<file path="config.mk">
export PLATFORM = sky130hd
export DESIGN_NAME = fsa_div
export DESIGN_NICKNAME = d
export VERILOG_FILES = /design/src/fsa_pkg.sv /design/src/fsa_div.sv
export SDC_FILE = /design/constraint.sdc
export NUM_CORES = 1
export LEC_CHECK = 0
export BUFFER_PORTS_ARGS = -buffer_cell sky130_fd_sc_hd__buf_4
export CELL_PAD_IN_SITES_DETAIL_PLACEMENT = 2
export CELL_PAD_IN_SITES_GLOBAL_PLACEMENT = 2
export CORE_AREA = 2 2 173 175
export CTS_CLUSTER_DIAMETER = 100
export DETAILED_ROUTE_END_ITERATION = 12
export DIE_AREA = 0 0 175 177
export MAX_ROUTING_LAYER = met4
export PLACE_DENSITY_LB_ADDON = 0.08
export SYNTH_ARGS = -nofsm -noshare
export SYNTH_HDL_FRONTEND = slang
export SYNTH_SLANG_ARGS = --single-unit
</file>
<file path="constraint.sdc">
create_clock -name clk -period 6.3 [get_ports clk]
set_input_delay 0.63 -clock clk [delete_from_list [all_inputs] [get_ports clk]]
set_output_delay 0.63 -clock clk [all_outputs]
set_load 0.05 [all_outputs]
</file>
<file path="src/fsa_pkg.sv">
// ----------------------------------------------------------------------------
// fsa_pkg
// Shared types, constants and codes for the Forth stack ALU core.
// ----------------------------------------------------------------------------
package fsa_pkg;

    localparam int STACK_DEPTH = 64;
    localparam int VAR_COUNT   = 16;
    localparam int SP_W        = $clog2(STACK_DEPTH + 1);
    localparam int SA_W        = $clog2(STACK_DEPTH);
    localparam int VA_W        = 4;

    typedef enum logic [4:0] {
        OP_PUSH = 5'd0, OP_ADD = 5'd1, OP_SUB = 5'd2, OP_MUL = 5'd3,
        OP_DIV = 5'd4, OP_MOD = 5'd5, OP_NEG = 5'd6, OP_PRINT = 5'd7,
        OP_GT = 5'd8, OP_GE = 5'd9, OP_LT = 5'd10, OP_LE = 5'd11,
        OP_EQ = 5'd12, OP_NE = 5'd13, OP_DUP = 5'd14, OP_DROP = 5'd15,
        OP_SWAP = 5'd16, OP_ROT = 5'd17, OP_DEFINE = 5'd18, OP_FETCH = 5'd19,
        OP_STORE = 5'd20, OP_AND = 5'd21, OP_OR = 5'd22, OP_NOT = 5'd23
    } op_t;

    typedef enum logic [2:0] {
        ST_OK = 3'd0, ST_UNDER = 3'd1, ST_OVER = 3'd2, ST_DIVZ = 3'd3,
        ST_NOTBOOL = 3'd4, ST_DUPVAR = 3'd5, ST_UNKVAR = 3'd6
    } status_t;

    typedef enum logic [2:0] {
        S_IDLE, S_READ, S_EXEC, S_DIV, S_WRITE, S_OUT
    } state_t;

    typedef struct packed {
        logic        start;
        logic        want_rem;
        logic [31:0] a;
        logic [31:0] b;
    } div_req_t;

    typedef struct packed {
        logic        done;
        logic [31:0] result;
    } div_rsp_t;

endpackage

</file>
<file path="src/fsa_div.sv">
// ----------------------------------------------------------------------------
// fsa_div
// Iterative signed truncating divider, one quotient bit per cycle.
// ----------------------------------------------------------------------------
module fsa_div
    import fsa_pkg::*;
(
    input  logic     clk,
    input  logic     rst_n,
    input  div_req_t req,
    output div_rsp_t rsp
);

    logic        busy_reg, busy_next;
    logic [5:0]  cnt_reg, cnt_next;
    logic [31:0] q_reg, q_next;
    logic [32:0] r_reg, r_next;
    logic [31:0] d_reg, d_next;
    logic        neg_reg, neg_next;
    logic        rem_reg, rem_next;
    logic        done_reg, done_next;
    logic [31:0] res_reg, res_next;
    logic [32:0] trial;
    logic [32:0] shifted;

    always_comb
    begin
        busy_next = busy_reg;
        cnt_next  = cnt_reg;
        q_next    = q_reg;
        r_next    = r_reg;
        d_next    = d_reg;
        neg_next  = neg_reg;
        rem_next  = rem_reg;
        done_next = 1'b0;
        res_next  = res_reg;
        shifted   = {r_reg[31:0], q_reg[31]};
        trial     = shifted - {1'b0, d_reg};
        if (req.start)
        begin
            busy_next = 1'b1;
            cnt_next  = 6'd0;
            q_next    = req.a[31] ? (32'd0 - req.a) : req.a;
            d_next    = req.b[31] ? (32'd0 - req.b) : req.b;
            r_next    = 33'd0;
            rem_next  = req.want_rem;
            neg_next  = req.want_rem ? req.a[31] : (req.a[31] ^ req.b[31]);
        end
        else if (busy_reg)
        begin
            if (!trial[32])
            begin
                r_next = trial;
                q_next = {q_reg[30:0], 1'b1};
            end
            else
            begin
                r_next = shifted;
                q_next = {q_reg[30:0], 1'b0};
            end
            cnt_next = cnt_reg + 6'd1;
            if (cnt_reg == 6'd31)
            begin
                busy_next = 1'b0;
                done_next = 1'b1;
                if (rem_reg)
                    res_next = neg_reg ? (32'd0 - r_next[31:0]) : r_next[31:0];
                else
                    res_next = neg_reg ? (32'd0 - q_next) : q_next;
            end
        end
    end

    always_ff @(posedge clk or negedge rst_n)
    begin
        if (!rst_n)
        begin
            busy_reg <= 1'b0;
            done_reg <= 1'b0;
            cnt_reg  <= 6'd0;
        end
        else
        begin
            busy_reg <= busy_next;
            done_reg <= done_next;
            cnt_reg  <= cnt_next;
        end
    end

    always_ff @(posedge clk)
    begin
        q_reg   <= q_next;
        r_reg   <= r_next;
        d_reg   <= d_next;
        neg_reg <= neg_next;
        rem_reg <= rem_next;
        res_reg <= res_next;
    end

    assign rsp.done   = done_reg;
    assign rsp.result = res_reg;

endmodule

</file>
After elaboration in Yosys (flattened, before gate mapping)
Index checks and enable logic that the tools add are counted.

word-level totals
  register bits after elaboration = 138
  input port bits = 68
  output and inout bits = 33
  logic and storage cells = 43

cells by class
  add/sub/neg operators = 6
  equal/unequal tests = 1
  mux-type cells = 22
  bitwise gates (word level) = 2
  reductions and logical operators = 2

operators by type and width
  operator                                                             count
  32-bit 2-to-1 mux                                                    11
  1-bit by 32-bit subtractor with 32-bit output, first input constant  4
  33-bit by 32-bit subtractor with 33-bit output                       1
  31-bit 2-to-1 mux                                                    1
  6-bit 2-to-1 mux                                                     2
  1-bit 2-to-1 mux                                                     8
  6-bit by 1-bit adder with 6-bit output, second input constant        1
  6-bit by 5-bit == test with 1-bit output, second input constant      1
  3-bit AND reduction                                                  1
  2-bit nonzero test                                                   1
  1-bit NOT                                                            1
  1-bit XOR                                                            1

Logic depth before layout (Yosys ltp)
  depth in word-level cells = 7
  depth in mapped cells = 25
  gate-level depth less buffers = 22

Least setup slack after synthesis
No wires, ideal clock.

  path type = register -> register
  from = register q_reg[31]
  to = register res_reg[30] (data pin)
  setup time = 261 ps
  data arrival time = 4639 ps
  required time = 6039 ps
  slack = 1400 ps
  stages on the path, launching flop included = 26
  buffers on the path = 3
  period minus slack after synthesis = 4900 ps
  cell sequence = edfxtp_1 -> inv_1 -> ha_1 -> inv_1 -> fa_1 -> a211oi_1 -> nor3_1 -> o2111ai_1 -> a21boi_1 -> nor3_4 -> nor2_4 -> inv_2 -> buf_2 -> buf_1 -> buf_2 -> nor2_1 -> a21oi_1 -> ha_1 -> nand3b_1 -> a211oi_1 -> nor4_1 -> nand2_1 -> o221ai_1 -> nor2_1 -> nand4_1 -> nor3b_1

on the way
  longest elaborated chain between the ends = 7
  elaborated cells between the ends (all ways) = 12
  classes of those cells = add/sub (3); mux (9)

ends and longest elaborated chain
  what                                                              RTL line                      text
  from (decl)                                                       fsa_div.sv:16                 logic [31:0] q_reg, q_next;
  from (signal assigned)                                            fsa_div.sv:92                 q_reg <= q_next;
  33-bit by 32-bit subtractor with 33-bit output                    fsa_div.sv:38                 trial = shifted - {1'b0, d_reg};
  1-bit 2-to-1 mux / 32-bit 2-to-1 mux (equally long branches)      fsa_div.sv:51                 if (!trial[32])
  32-bit 2-to-1 mux                                                 fsa_div.sv:49                 else if (busy_reg)
  32-bit 2-to-1 mux                                                 fsa_div.sv:39                 if (req.start)
  1-bit by 32-bit subtractor with 32-bit output (on tied branches)  fsa_div.sv:69, fsa_div.sv:67
  32-bit 2-to-1 mux (on tied branches)                              fsa_div.sv:69, fsa_div.sv:67
  32-bit 2-to-1 mux *                                               fsa_div.sv:66                 if (rem_reg)
  to (signal assigned)                                              fsa_div.sv:97                 res_reg <= res_next;
  to (decl)                                                         fsa_div.sv:22                 logic [31:0] res_reg, res_next;

Mark *: on every way between the ends. The rest lies on a longest branch, timed or not. The select of a mux whose other input is x is not followed.
A chain may end at the register's enable or synchronous reset.

Worst setup path after layout
Ends and elaborated chain as after synthesis.

==> summary.md <==
| Metric | Value |
|---|---|
| Status | finished clean |
| Hold path start | req[64] |
| Pre-CTS setup slack | just under 0.8 ns |
| Htree depth | 4 |
| Syn_nets | between 1000 and 1500 |
| Post-synthesis sequential area ratio | a little over a third |
| CP max stage delay | around 0.47 ns |
| CP Max Fanout | 11 |
| Die width | 175 um |
| Total CTS buffers | 17 |
| Chip height | ~180 um |
| Reg clk slew, reported paths | around 0.070 ns |
| Synth Instances | roughly 1200 |
| Initial Util | a little over a third |
| Clock Skew | between 0.01 and 0.015 ns |
| GP Congestion | roughly 0.82 |
| Initial DRC count | 462 |
| Pwr/cell area | 473 mW/mm^2 |
| Final setup viols | 0 |
| Fin crit period | 5.54 ns |
| Share of cells above drive strength 1 | between 10% and 20% |
| Full die area | 0.0310 mm^2 |
| Startpoint Class | flip-flop |
| Class of the worst hold path | in2reg |
| Combinational power share | between 50% and 60% |
| WHS Path Cells | 1 |
| Vias in the first global route | a little over 10000 |
| Setup TNS | 0 ns |
| Slew Viols, Final | 0 |
| Core Footprint | ~0.029 mm^2 |
| Post-layout nets | around 1400 |
| Detail Route Antenna Nets | 0 |
| Async S/R FF share, synth | 5.80% |
| DP HPWL | 27600 um |
| Seq pwr share | 24.2% |
| Post-synth EDFFs | 98 |
| Vias | 9734 |
| Area of the mapped netlist | between 0.01 and 0.015 mm^2 |
| Peak Freq | roughly 180 MHz |
| Final WS setup | about 0.76 ns |
| I/O Pins | 101 |
| Critical path, cell by cell | inv_1, ha_1, inv_1, fa_1, a211oi_1, nor3_1, o2111a_1, o21ai_0, a21boi_2, nor2_4, inv_2, a21oi_1, ha_1, nand3b_1, a211oi_1, nor4_1, nand2_1, o221ai_1, nor2_1, nand4_1, nor3b_1 |
| Antenna violations before repair | 0 |
| Final worst-path cycle share | between 80% and 90% |
| Synth unique cells | 90 |
| Max Cap Viol | 0 |
| Worst r2r src | q_reg[31] |
| WHS Endpoint | rem_reg |
| R2R Setup Slk | about 0.76 ns |
| Area grow syn2layout | 15.5% |
| Wire per inst | around 21 um |
| Max VDD drop | about 260 uV |
| Drt drc | 0 |
| Data required, critical path | ~6.5 ns |
| Total Wirelength | 36200 um |
| Leakage | around 4.7 nW |
| Grt total ovfl | 0 |
| Worst-Margin Slew | approximately 1.1 ns |
| FF+latch count, synth | between 100 and 150 |
| Sw frac | between 40 and 50% |
| Setup crit end kind | flip-flop |
| Site Rows | between 60 and 70 |
| Synth Warn # | 0 |
| Pin count of the biggest net entering global routing | 65 |
| Clock power share | a little under a fifth |
| GRT Total Usage | 24.5% |
| CTS Buffer Depth | 2 |
| Clk_lat worst skew | between 0.4 and 0.5 ns |
| Number of I/O port buffers | 100 |
| ANT cells | 0 |
| RSZ-0062 raised after global routing | no |
| Primary FF master, synth | edfxtp_1 |
| CTS tree | built |
| First-pass DRT Iterations | 4 |
| Switching pwr | 2.78 mW |
| Cell Int Power | slightly above 3 mW |
| First-pass GRT wire length | 57900 um |
| Final hold vios | 0 |
| Slowest cell on crit path | edfxtp_1 |
| Slew margin rel. | between 20% and 30% |
| Drt via density | ~5.7 |
| Mean area per synthesized cell | 8.63 um^2 |
| CTS Root Cell | clkbuf_16 |
| Path depth of the worst reg2reg path | 21 |
| Reg-to-Reg End | res_reg[30] |
| Worst setup path class | reg2reg |
| Arrival time at the worst endpoint | 5.73 ns |
| Clk sinks | between 100 and 150 |
worst max path at each step:
stage / start / to / slack, ns / cells past startpoint
2_1_floorplan: q_reg[31] / res_reg[30] / 1.40 / 25
3_3_place_gp: q_reg[31] / res_reg[30] / 1.13 / 22
3_5_place_dp: q_reg[31] / res_reg[30] / 0.79 / 22
4_1_cts: q_reg[31] / res_reg[30] / 0.75 / 22
5_1_grt: q_reg[31] / res_reg[30] / 0.29 / 22
6_report: q_reg[31] / res_reg[30] / 0.76 / 21
logic make-up (layout without fill, tap and decap cells):
logic type / count (synthesis) / count (layout) / synth area share (%)
and+or+nand+nor: 405 / 405 / 18.3
AOI/OAI and AO/OA: 361 / 361 / 22.5
buffers and inverters: 125 / 199 / 4.73
DFF: 138 / 138 / 35.4
xor gates and xnor gates: 140 / 140 / 11.5
adders and majority gates: 38 / 38 / 4.52
muxes: 30 / 30 / 2.99
cell type report:
class	instances	area, um^2
clock inverter	14	195
sequential	138	3780
fill	3231	16900
timing repair buffer	111	836
inverter	56	210
tap	390	488
clock buffer	18	429
multi-input combinational	974	6390
layout by cell type (no fill, tap or decap), types with 18 or more instances in the layout:
cell type	synthesis	routed
a21oi_1	106	106
dfxtp_1	32	32
or3_1	22	22
nor2_1	151	151
inv_1	55	55
o21ai_0	73	73
edfxtp_1	98	98
a211oi_1	36	36
nor3_1	25	25
buf_4	1	110
o31ai_1	32	32
xor2_1	60	60
xnor2_1	80	80
nand2_1	94	94
mux2i_1	24	24
or4_1	18	18
ha_1	37	37
routing by layer:
metal / wire length [um] / vias to the layer above / global-route usage (%)
li1: - / 4672 / -
met1: 16200 / 4915 / 30.1
met2: 18600 / 117 / 42.8
met3: 904 / 30 / 3.16
met4: 487 / 0 / 5.52
met5: 0 / - / -
synthesized netlist by cell type (12+ instances only):
cell type	count	area share, %
or3_1	22	1.3
nor2_1	151	5.3
nor4_1	14	0.82
mux2i_1	24	2.2
o41ai_1	17	1.4
or4_1	18	1.3
nand2b_1	13	0.76
o31ai_1	32	2.2
nand4_1	12	0.70
inv_1	55	1.9
a21o_1	13	0.91
buf_2	19	0.89
clkbuf_1	42	1.5
ha_1	37	4.3
edfxtp_1	98	28
a21oi_1	106	5.0
dfxtp_1	32	6.0
nand2_1	94	3.3
nor3_1	25	1.2
xnor2_1	80	6.6
xor2_1	60	4.9
a211oi_1	36	2.5
o21ai_0	73	3.4
nand3_1	15	0.70
worst max-delay path: cells and delay by family, from the launching register on:
| kind | cells | cell delay, ns |
|---|---|---|
| AO/OA/AOI/OAI | 7 | 2.02 |
| adder cells (fa/ha/maj) | 3 | 0.96 |
| AND/OR/NAND/NOR | 8 | 1.55 |
| flip-flops | 1 | 0.47 |
| buffers and inverters | 3 | 0.27 |
power by group through the flow:
stage               Combinational [mW]  Sequential (mW)  Clock, mW
detailed placement                3.30             1.43          0
global route                      3.67             1.43       1.16
floorplan                         2.41             1.32          0
CTS                               3.33             1.41       1.13
finish                            3.31             1.41       1.11
global placement                  3.22             1.42          0
repair_timing:
action	in CTS	in global routing
hold buffers	1	0
buffers inserted	0	0
hold endpoints to repair	8	0
gates resized for setup	0	0
per-stage QoR:
stage               util (%)  hold slack [ns]  area, um^2  std cells  power, mW
floorplan                  -            0.334       10700       1237       3.73
global placement        40.0            0.454       11700       1668       4.64
detailed placement      40.0            0.455       11700       1668       4.73
CTS                     42.2            0.381       12300       1701       5.87
global route            42.2            0.379       12300       1701       6.26
finish                  42.2            0.397       12300       1701       5.83
No activity file was read; power rests on OpenSTA's default activity.
